File: src/design/mncv_pkg.sv
// ----------------------------------------------------------------------------
// mncv_pkg
// Shared types and constants for the calibrated MIDI note to CV converter.
// ----------------------------------------------------------------------------
package mncv_pkg;

  localparam int NUM_OCTAVES     = 5;
  localparam int FULL_SCALE_CODE = 4095;
  localparam int LOWEST_NOTE     = 0;
  localparam int BEND_SEMITONES  = 2;
  localparam int BEND_CENTER     = 8192;
  localparam int SEMIS           = 12;

  localparam int NUM_NOTES = SEMIS * NUM_OCTAVES;
  localparam int TOP_NOTE  = LOWEST_NOTE + NUM_NOTES;
  localparam int VPO       = FULL_SCALE_CODE / NUM_OCTAVES;
  localparam int BEND_MAX  = (FULL_SCALE_CODE / NUM_NOTES) * BEND_SEMITONES;
  localparam int BEND_SH   = $clog2(BEND_CENTER);

  // field widths
  localparam int CH_W    = 4;
  localparam int NOTE_W  = 7;
  localparam int BEND_W  = 14;
  localparam int CODE_W  = 12;
  localparam int CAL_W   = 10;
  localparam int NUM_CAL = 7;

  // configuration port
  localparam int CFG_IDX_W  = 3;
  localparam int CFG_DATA_W = 10;
  localparam logic [CFG_IDX_W-1:0] REG_LISTEN_CHANNEL = 3'd0;
  localparam logic [CFG_IDX_W-1:0] REG_CAL_OFFSET_0   = 3'd1;

  // octave index: rel / 12 as (rel * 43) >> 9, exact for rel <= 60
  localparam int REL_W        = $clog2(NUM_NOTES + 1);
  localparam int OCT_W        = $clog2(NUM_CAL);
  localparam int OCT_RECIP    = 43;
  localparam int OCT_RECIP_W  = 6;
  localparam int OCT_RECIP_SH = 9;
  localparam int OCTP_W       = REL_W + OCT_RECIP_W;

  // linear map: rel * 4095 / 60 as (rel * 273) >> 2, exact since 4 * 4095 = 273 * 60
  localparam int RAW_SH  = 2;
  localparam int RAW_MUL = (FULL_SCALE_CODE << RAW_SH) / NUM_NOTES;

  // octave span division: p / 819 as (p * ceil(2^30 / 819)) >> 30,
  // exact for the calibration products, which stay below 2^21
  localparam int VPO_RECIP_SH = 30;
  localparam int VPO_RECIP    = ((1 << VPO_RECIP_SH) + VPO - 1) / VPO;

  // shared multiplier
  localparam int MUL_A_W = 21;
  localparam int MUL_B_W = 21;
  localparam int PROD_W  = MUL_A_W + MUL_B_W;
  localparam int SPAN_W  = 14;
  localparam int QMAG_W  = 12;
  localparam int NSUM_W  = 18;
  localparam int BTERM_W = 13;
  localparam int SUM_W   = 17;

  typedef struct packed {
    logic [CH_W-1:0]   msg_channel;
    logic              note_on;
    logic [NOTE_W-1:0] note_number;
    logic              bend_from_midi;
    logic [BEND_W-1:0] midi_bend;
    logic [BEND_W-1:0] panel_bend;
  } msg_t;

  typedef struct packed {
    logic [CODE_W-1:0] dac_code;
    logic              dac_write;
    logic              gate;
  } cv_t;

  typedef enum logic [2:0] {
    S_IDLE,
    S_MUL_RAW,
    S_MUL_CAL,
    S_MUL_RECIP,
    S_NOTE,
    S_MUL_BEND,
    S_SUM
  } state_t;

endpackage

File: src/design/midi_note_to_cv_calibrated_core.sv
// ----------------------------------------------------------------------------
// midi_note_to_cv_calibrated_core
// Calibrated volt-per-octave note to DAC code converter with pitch bend.
// ----------------------------------------------------------------------------
// One beat in, at most one beat out. A beat on a channel other than the
// listen channel is taken and dropped, and the input stays open. A beat with
// note_on set reaches the output register through the linear map, the
// calibration product, the reciprocal multiply for the octave division, the
// held-code update, the bend product and the sum, with every product on the
// one shared 21 by 21 multiplier. A beat without note_on has only the bend
// product and sum. The input reopens as the result is registered, so a new
// beat is taken only once the last one is through. msg_stall is high while a beat
// is in work or its result waits for the output register. Configuration
// writes take effect at once.
// ----------------------------------------------------------------------------
module midi_note_to_cv_calibrated_core
  import mncv_pkg::*;
(
  input  logic                  clk,
  input  logic                  rst,
  input  logic                  cfg_write,
  input  logic [CFG_IDX_W-1:0]  cfg_index,
  input  logic [CFG_DATA_W-1:0] cfg_data,
  input  logic                  msg_valid,
  output logic                  msg_stall,
  input  msg_t                  msg,
  output logic                  cv_valid,
  input  logic                  cv_stall,
  output cv_t                   cv
);

  state_t state, state_next;

  logic [CH_W-1:0]         listen_channel;
  logic signed [CAL_W-1:0] cal_offset [NUM_CAL];

  msg_t                    msg_q;
  logic signed [CAL_W-1:0] c0, c0_next, c1, c1_next;
  logic [PROD_W-1:0]       quo, quo_next;
  logic                    neg, neg_next;
  logic [CODE_W-1:0]       held_note_code, held_note_code_next;
  logic [CODE_W-1:0]       last_written_code, last_written_code_next;
  cv_t                     cv_q, cv_q_next;
  logic                    cv_valid_next;

  logic                    msg_take, out_free;
  logic [NOTE_W-1:0]       note_cl;
  logic [REL_W-1:0]        rel;
  logic [OCTP_W-1:0]       oct_prod;
  logic [OCT_W-1:0]        k, k1;
  logic [CODE_W-1:0]       lo, raw;
  logic signed [SPAN_W-1:0] span;
  logic [SPAN_W-1:0]       span_mag;
  logic [BEND_W-1:0]       bend_raw, bend_mag;
  logic                    bend_neg;
  logic [MUL_A_W-1:0]      mul_a;
  logic [MUL_B_W-1:0]      mul_b;
  logic [PROD_W-1:0]       mul_p;
  logic signed [NSUM_W-1:0] q_s, note_sum;
  logic [CODE_W-1:0]       note_sat;
  logic signed [SUM_W-1:0] bend_s, sum;
  logic [CODE_W-1:0]       code;

  assign msg_stall = (state != S_IDLE);
  assign msg_take  = msg_valid && !msg_stall;
  assign out_free  = !cv_valid || !cv_stall;
  assign cv        = cv_q;

  // note clamp and octave
  always_comb begin
    if (msg_q.note_number < NOTE_W'(LOWEST_NOTE)) begin
      note_cl = NOTE_W'(LOWEST_NOTE);
    end else if (msg_q.note_number > NOTE_W'(TOP_NOTE)) begin
      note_cl = NOTE_W'(TOP_NOTE);
    end else begin
      note_cl = msg_q.note_number;
    end
  end

  assign rel      = REL_W'(note_cl - NOTE_W'(LOWEST_NOTE));
  assign oct_prod = OCTP_W'(rel) * OCTP_W'(OCT_RECIP);
  assign k        = oct_prod[OCT_RECIP_SH +: OCT_W];
  assign k1       = OCT_W'(k + OCT_W'(1));
  assign lo       = CODE_W'(VPO * k);
  assign raw      = quo[RAW_SH +: CODE_W];

  assign span     = SPAN_W'(VPO) + SPAN_W'(c1) - SPAN_W'(c0);
  assign span_mag = span[SPAN_W-1] ? SPAN_W'(-span) : SPAN_W'(span);

  assign bend_raw = msg_q.bend_from_midi ? msg_q.midi_bend : msg_q.panel_bend;
  assign bend_neg = bend_raw < BEND_W'(BEND_CENTER);
  assign bend_mag = bend_neg ? BEND_W'(BEND_W'(BEND_CENTER) - bend_raw)
                             : BEND_W'(bend_raw - BEND_W'(BEND_CENTER));

  // shared multiplier
  always_comb begin
    case (state)
      S_MUL_RAW: begin
        mul_a = MUL_A_W'(rel);
        mul_b = MUL_B_W'(RAW_MUL);
      end
      S_MUL_CAL: begin
        mul_a = MUL_A_W'(CODE_W'(raw - lo));
        mul_b = MUL_B_W'(span_mag);
      end
      S_MUL_RECIP: begin
        mul_a = quo[MUL_A_W-1:0];
        mul_b = MUL_B_W'(VPO_RECIP);
      end
      S_MUL_BEND: begin
        mul_a = MUL_A_W'(bend_mag);
        mul_b = MUL_B_W'(BEND_MAX);
      end
      default: begin
        mul_a = '0;
        mul_b = '0;
      end
    endcase
  end

  assign mul_p = PROD_W'(mul_a) * PROD_W'(mul_b);

  // calibrated note code
  always_comb begin
    q_s = NSUM_W'($signed({1'b0, quo[VPO_RECIP_SH +: QMAG_W]}));
    if (neg) begin
      q_s = -q_s;
    end
    note_sum = q_s + NSUM_W'($signed({1'b0, lo})) + NSUM_W'(c0);
    if (note_sum < 0) begin
      note_sat = '0;
    end else if (note_sum > NSUM_W'(FULL_SCALE_CODE)) begin
      note_sat = CODE_W'(FULL_SCALE_CODE);
    end else begin
      note_sat = note_sum[CODE_W-1:0];
    end
  end

  // bend sum
  always_comb begin
    bend_s = SUM_W'($signed({1'b0, quo[BEND_SH +: BTERM_W]}));
    if (neg) begin
      bend_s = -bend_s;
    end
    sum = SUM_W'($signed({1'b0, held_note_code})) + bend_s;
    if (sum < 0) begin
      code = '0;
    end else if (sum > SUM_W'(FULL_SCALE_CODE)) begin
      code = CODE_W'(FULL_SCALE_CODE);
    end else begin
      code = sum[CODE_W-1:0];
    end
  end

  // next state
  always_comb begin
    state_next = state;
    unique case (state)
      S_IDLE: begin
        if (msg_take && msg.msg_channel == listen_channel) begin
          state_next = msg.note_on ? S_MUL_RAW : S_MUL_BEND;
        end
      end
      S_MUL_RAW:   state_next = S_MUL_CAL;
      S_MUL_CAL:   state_next = S_MUL_RECIP;
      S_MUL_RECIP: state_next = S_NOTE;
      S_NOTE:      state_next = S_MUL_BEND;
      S_MUL_BEND:  state_next = S_SUM;
      S_SUM: begin
        if (out_free) begin
          state_next = S_IDLE;
        end
      end
      default:     state_next = S_IDLE;
    endcase
  end

  // datapath controls
  always_comb begin
    quo_next               = quo;
    neg_next               = neg;
    c0_next                = c0;
    c1_next                = c1;
    held_note_code_next    = held_note_code;
    last_written_code_next = last_written_code;
    cv_q_next              = cv_q;
    cv_valid_next          = cv_valid && cv_stall;
    unique case (state)
      S_MUL_RAW: begin
        quo_next = mul_p;
        c0_next  = cal_offset[k];
        c1_next  = cal_offset[k1];
      end
      S_MUL_CAL: begin
        quo_next = mul_p;
        neg_next = span[SPAN_W-1];
      end
      S_MUL_RECIP: begin
        quo_next = mul_p;
      end
      S_NOTE: begin
        held_note_code_next = note_sat;
      end
      S_MUL_BEND: begin
        quo_next = mul_p;
        neg_next = bend_neg;
      end
      S_SUM: begin
        if (out_free) begin
          cv_q_next.dac_code  = code;
          cv_q_next.dac_write = (code != last_written_code);
          cv_q_next.gate      = msg_q.note_on;
          cv_valid_next       = 1'b1;
          last_written_code_next = code;
        end
      end
      default: begin
      end
    endcase
  end

  always_ff @(posedge clk) begin
    if (rst) begin
      state             <= S_IDLE;
      cv_valid          <= 1'b0;
      held_note_code    <= '0;
      last_written_code <= '0;
      listen_channel    <= '0;
      for (int i = 0; i < NUM_CAL; i++) begin
        cal_offset[i] <= '0;
      end
    end else begin
      state             <= state_next;
      cv_valid          <= cv_valid_next;
      held_note_code    <= held_note_code_next;
      last_written_code <= last_written_code_next;
      if (cfg_write) begin
        if (cfg_index == REG_LISTEN_CHANNEL) begin
          listen_channel <= cfg_data[CH_W-1:0];
        end else begin
          cal_offset[OCT_W'(cfg_index - REG_CAL_OFFSET_0)] <= cfg_data[CAL_W-1:0];
        end
      end
    end
  end

  always_ff @(posedge clk) begin
    if (msg_take) begin
      msg_q <= msg;
    end
    quo  <= quo_next;
    neg  <= neg_next;
    c0   <= c0_next;
    c1   <= c1_next;
    cv_q <= cv_q_next;
  end

endmodule

File: config.mk
export PLATFORM = sky130hd
export DESIGN_NAME = midi_note_to_cv_calibrated_core
export DESIGN_NICKNAME = d
export VERILOG_FILES = /design/src/design/mncv_pkg.sv /design/src/design/midi_note_to_cv_calibrated_core.sv
export SDC_FILE = /design/constraint.sdc
export NUM_CORES = 1
export LEC_CHECK = 0
export ABC_CLOCK_PERIOD_IN_PS = 21800
export BUFFER_PORTS_ARGS = -buffer_cell sky130_fd_sc_hd__buf_2
export CORE_UTILIZATION = 65
export DETAILED_ROUTE_END_ITERATION = 10
export PLACE_DENSITY = 0.83
export SYNTH_ARGS = -nofsm -noshare
export SYNTH_HDL_FRONTEND = slang
export SYNTH_SLANG_ARGS = --single-unit
File: constraint.sdc
create_clock -name clk -period 21.8 [get_ports clk]
set_clock_uncertainty 0.15 [all_clocks]
set_input_delay 2.18 -clock clk [delete_from_list [all_inputs] [get_ports clk]]
set_output_delay 2.18 -clock clk [all_outputs]
set_load 0.01 [all_outputs]
==> flow_summary.json, run 1 <==
{
  "fin_crit_sh_pct": 69.9,
  "yosysTopAreaCell": "fa_1",
  "ctsHoldBuffers": 0,
  "die_h_um": 202,
  "most_common_cell_after_layout_fill_and_taps_aside": "inv_1",
  "drt_pass1_iterations": 6,
  "met3_length_um": 5210,
  "cell_total_after_placement": 3392,
  "grt.overflow.total": 0,
  "dieWidth_um": 202,
  "rrSetupSlack_ps": 6560,
  "synth_top_cell_area_share_pct": 21.2,
  "layout_overhead_on_the_synthesized_area_pct": 8.39,
  "cts.sinks": 222,
  "drcViolationCount": 0,
  "crit-reg2reg-capture": "quo[38]",
  "cp_data_required_time_ps": 21950,
  "gates_resized_cts_repair": 0,
  "postPlaceCellArea_um2": 27200,
  "yosys_register_bits": 222,
  "route.met2.wl_um": 31200,
  "critical_path.startpoint_type": "flip-flop",
  "post_synth_num_cell_types": 92,
  "async_reset_ff_share_pct": 0,
  "critical-path-slowest-cell": "fa_1",
  "maxCapViolations": 0,
  "postCtsSetupRepairBufs": 0,
  "worstHoldEndpoint": "last_written_code[1]",
  "maxSlewHeadroom_pct": 18.7,
  "instances_no_fill": 3440,
  "worst_ep_arrival_time_ps": 15400,
  "worst_pin_slew_ps": 1220,
  "setup_tns_ps": 0,
  "hp-start": "last_written_code[1]",
  "min_period_ps": 15240,
  "synth.cell_area_um2": 25900,
  "design.die.area_um2": 40600,
  "core_area_um2": 39000,
  "worstRegToRegCells": 53,
  "ys.warnings.count": 0,
  "vias_in_the_first_global_route": 20700,
  "drt_first_iter_violations": 1666,
  "run_status": "finished, final reports clean",
  "synth-edff-count": 180,
  "final-max-slew-violation-count": 0,
  "floorplan.initialDensity_pct": 66.4,
  "report.final.setup_viol": 0,
  "rsz0062_at_grt": "false",
  "clock_tree_from_tritoncts": "built",
  "min_path_cells": 2,
  "cts_max_path_buffers": 3,
  "floorplan.io_pins": 75,
  "totalWireLength_um": 64900,
  "achievable-frequency_ghz": 0.0656,
  "wl_met1_um": 25600,
  "design.final.nets": 3559,
  "worst-path-max-fanout": 63,
  "timing.hold.worst.class": "flip-flop to flip-flop",
  "fillers": 2838,
  "vias_per_cell": 5.86,
  "dr_total_vias": 20200,
  "synth_top_cells_by_area": "fa_1 21%, edfxtp_1 21%, ha_1 16%, inv_1 6.9%, nand2_1 5.3%",
  "grt_pass1_wl_um": 105000,
  "grt_use_total_pct": 32.7,
  "cpPeakStageDelay_ps": 570,
  "r2r_start": "msg_q[35]",
  "routedWlPerCell_um": 18.9,
  "critical_path_class": "flip-flop to flip-flop",
  "clkSlewWorstSetupHoldPaths_ps": 60,
  "postLayoutCellArea_um2": 28100,
  "tritoncts_buffers": 26,
  "io_buffer_count": 74,
  "drive_gt1_share_pct": 6.40,
  "synth_area_per_cell_um2": 9.39,
  "rows": 72,
  "crit_top_cell": "inv_1",
  "ys_seq_area_share_pct": 24.1,
  "routed.top_layer": "met4",
  "ctsRootBufferMaster": "clkbuf_16",
  "timing_hold_violations_final": 0,
  "layout_common_cells": "477 x inv_1, 367 x nand2_1, 324 x ha_1",
  "antenna_found_initial": 0,
  "hpwlAfterDp_um": 51900,
  "cells_after_synth": 2757,
  "cts.htree.levels": 1,
  "clk_latency_ps": 580,
  "final_util_pct": 71.9,
  "grt_max_degree": 64,
  "drtAntennaViolNets": 0,
  "number_of_antenna_repair_diodes": 0,
  "synth_flop_cell": "edfxtp_1",
  "finalWeightedCongestion": 1.00,
  "critPathCaptureType": "flip-flop"
}
metal layers:
metal / vias up / track usage, %
li1: 9339 / -
met1: 9757 / 42.2
met2: 868 / 55.5
met3: 186 / 4.83
met4: 0 / 13.2
met5: - / 0
registers in the layout, indices dropped and copies added, names as in the netlist, 3 cells and up:
signal	cells
c0	10
c1	10
cal_offset	80
cv	14
held_note_code	12
last_written_code	12
listen_channel	4
msg_q	37
quo	38
state	3
stage by stage:
stage                     setup slack [ps]  hold WS [ps]
final                                 6560           325
after CTS                             6750           325
after detailed placement              6770           316
after floorplan                       8580           250
after global placement                7330           304
after global routing                  5680           353
synth_stat cells (13+ instances only):
library cell / instances
nand3_1: 56
a21oi_1: 109
edfxtp_1: 180
ha_1: 324
nor2_1: 163
mux2i_1: 32
o31ai_1: 13
xnor2_1: 81
a21o_1: 39
fa_1: 274
or3_1: 17
and3_1: 45
and2_1: 31
o21ai_0: 74
dfxtp_1: 42
o211ai_1: 14
nor3_1: 34
nor2b_1: 29
inv_1: 477
o21a_1: 14
nand2b_1: 24
nand2_1: 367
clkbuf_1: 68
a31oi_1: 15
xor2_1: 41
kinds of logic after synthesis:
kind of cell | share of synthesized area, %
compound gates | 10.3
other cells | 0.0290
xor+xnor | 4.38
flops | 24.1
mux | 1.85
buf+inv | 8.22
fa+ha+maj | 36.8
simple gates | 14.2
how the worst max path moves through the flow:
stage / from / end / slack, ps / cells after the start
2_1_floorplan: msg_q[35] / quo[38] / 8580 / 53
5_1_grt: msg_q[35] / quo[40] / 5680 / 52
3_5_place_dp: msg_q[35] / quo[38] / 6770 / 53
4_1_cts: msg_q[35] / quo[38] / 6750 / 53
3_3_place_gp: msg_q[35] / quo[38] / 7330 / 53
6_report: msg_q[35] / quo[38] / 6560 / 53
worst max-delay path, delay by kind of cell, from the launching register on:
family	cells	cell delay, ps
compound gates	16	4130
xor+xnor	3	480
fa+ha+maj	15	6620
buf+inv	12	1740
flops	1	430
simple gates	7	1370
cell type report:
type / instances / area (um2) / area share [%]
Clock buffer: 28 / 658 / 2.35
Clock inverter: 20 / 220 / 0.785
Inverter: 479 / 1800 / 6.41
Multi-Input combinational cell: 2077 / 18000 / 64.0
Sequential cell: 222 / 6250 / 22.3
Tap cell: 518 / 648 / 2.31
Timing Repair Buffer: 96 / 536 / 1.91
Power of run 1 is left out: the tool's default activity adds up to more than one toggle a clock period on the data nets, which glitch-free logic cannot reach.
==> inputs of run 2 (changes only) <==
--- a/config.mk
+++ b/config.mk
@@ -5,7 +5,7 @@
 export SDC_FILE = /design/constraint.sdc
 export NUM_CORES = 1
 export LEC_CHECK = 0
-export ABC_CLOCK_PERIOD_IN_PS = 21800
+export ABC_CLOCK_PERIOD_IN_PS = 15200
 export BUFFER_PORTS_ARGS = -buffer_cell sky130_fd_sc_hd__buf_2
 export CORE_UTILIZATION = 65
 export DETAILED_ROUTE_END_ITERATION = 10
==> constraint.sdc (replaced) <==
create_clock -name clk -period 15.2 [get_ports clk]
set_clock_uncertainty 0.15 [all_clocks]
set_input_delay 1.52 -clock clk [delete_from_list [all_inputs] [get_ports clk]]
set_output_delay 1.52 -clock clk [all_outputs]
set_load 0.01 [all_outputs]
==> run 2 against run 1 <==
  * Critical path depth down 1
  * Cell area about the same
  * Die area stayed put
  * Clock-buffer cell count unchanged
  * First-iteration DRC count is 0.60% higher
==> flow_summary.json, run 2 (synthesis gave the netlist of run 1 again) <==
{
  "ctsRootBufferMaster": "clkbuf_16",
  "grt_max_degree": 63,
  "design.die.area_um2": 40600,
  "setup_tns_ps": 0,
  "cts_max_path_buffers": 3,
  "cts.htree.levels": 1,
  "io_buffer_count": 74,
  "core_area_um2": 39000,
  "grt_pass1_wl_um": 105000,
  "cp_bufs_invs": 10,
  "layout_overhead_on_the_synthesized_area_pct": 8.37,
  "largest_register_ff_count": 80,
  "antenna_found_initial": 0,
  "hp-start": "held_note_code[5]",
  "instances_no_fill": 3442,
  "report.final.setup_viol": 0,
  "place_ws_ps": 1080,
  "grt_use_total_pct": 33.0,
  "vias_in_the_first_global_route": 20400,
  "critPathCaptureType": "flip-flop",
  "dieWidth_um": 202,
  "worst_pin_slew_ps": 1260,
  "vias_per_cell": 5.82,
  "achievable-frequency_ghz": 0.0698,
  "clock_tree_from_tritoncts": "built",
  "most_common_cell_after_layout_fill_and_taps_aside": "inv_1",
  "critical_path.startpoint_type": "flip-flop",
  "drive_gt1_share_pct": 6.46,
  "tritoncts_buffers": 25,
  "r2r_start": "msg_q[31]",
  "critPathLaunch": "msg_q[31]",
  "maxCapViolations": 0,
  "worst_ep_arrival_time_ps": 14490,
  "layout_common_cells": "477 x inv_1, 367 x nand2_1, 324 x ha_1",
  "min_period_ps": 14330,
  "fillers": 2909,
  "floorplan.initialDensity_pct": 66.4,
  "design.final.nets": 3563,
  "critical-path-slowest-cell": "a221o_1",
  "multi_input_comb_area_um2": 18000,
  "routedWlPerCell_um": 19.0,
  "gates_resized_cts_repair": 0,
  "timing.hold.worst.class": "flip-flop to flip-flop",
  "totalWireLength_um": 65200,
  "drt_first_iter_violations": 1676,
  "reg_top3": "cal_offset (80), quo (38), msg_q (37)",
  "final-max-slew-violation-count": 0,
  "final_critical_path_setup_slack_ps": 872,
  "ctsHoldBuffers": 0,
  "timing_hold_violations_final": 0,
  "worst-path-max-fanout": 57,
  "clkSlewWorstSetupHoldPaths_ps": 70,
  "drcViolationCount": 0,
  "rsz0062_at_grt": "false",
  "crit_family": "adder cells",
  "postCtsSetupRepairBufs": 0,
  "run_status": "finished, final reports clean",
  "hpwlAfterDp_um": 52900,
  "ff_latch_area_um2": 6250,
  "die_h_um": 202,
  "finalWeightedCongestion": 0.987,
  "dr_total_vias": 20000,
  "clk_latency_ps": 560,
  "rows": 72,
  "biggest_register": "cal_offset",
  "cts.sinks": 222,
  "fin_crit_sh_pct": 94.3,
  "number_of_antenna_repair_diodes": 0,
  "cell_total_after_placement": 3397,
  "drtAntennaViolNets": 0,
  "cp_data_required_time_ps": 15360,
  "drt_pass1_iterations": 5,
  "floorplan.io_pins": 75,
  "maxSlewHeadroom_pct": 15.9,
  "cpPeakStageDelay_ps": 560,
  "critical_path_class": "flip-flop to flip-flop",
  "grt.overflow.total": 0
}
run 2: stage by stage:
step                      util [%]  cell area, um2  hold slack (ps)
after floorplan                  -           26300              250
after global placement        69.8           27200              305
after detailed placement      69.8           27200              312
after CTS                     71.9           28100              322
after global routing          71.9           28100              341
final                         71.9           28100              319
run 2: worst reg2reg max path, delay by kind of cell, from the launching register on:
kind / cells / cell delay, ps
AND/OR/NAND/NOR: 10 / 1850
AO/OA/AOI/OAI: 15 / 3950
buffers and inverters: 10 / 1090
XOR/XNOR: 3 / 500
adder cells (fa/ha/maj): 14 / 6130
flip-flops: 1 / 410
run 2: worst paths after layout:
kind         cells past startpoint                end  slack (ps)
max reg2reg                     52            quo[38]         870
min reg2reg                      2  held_note_code[5]         320
min                              2  held_note_code[5]         320
max                             52            quo[38]         870
run 2: final cells by class:
| cell class | count | area share (%) |
|---|---|---|
| multi-input cells | 2077 | 64.0 |
| inverters | 479 | 6.41 |
| clock buffers | 28 | 2.27 |
| well taps | 518 | 2.31 |
| flip-flops and latches | 222 | 22.3 |
| repair buffers | 101 | 2.04 |
| clock inverters | 17 | 0.709 |
run 2: per-layer routing:
metal	GRT usage (%)	wire (um)
met1	43.1	26200
met2	56.6	31400
met3	4.45	5170
met4	10.9	2460
met5	0	0
Power of run 2 is left out for the same reason.
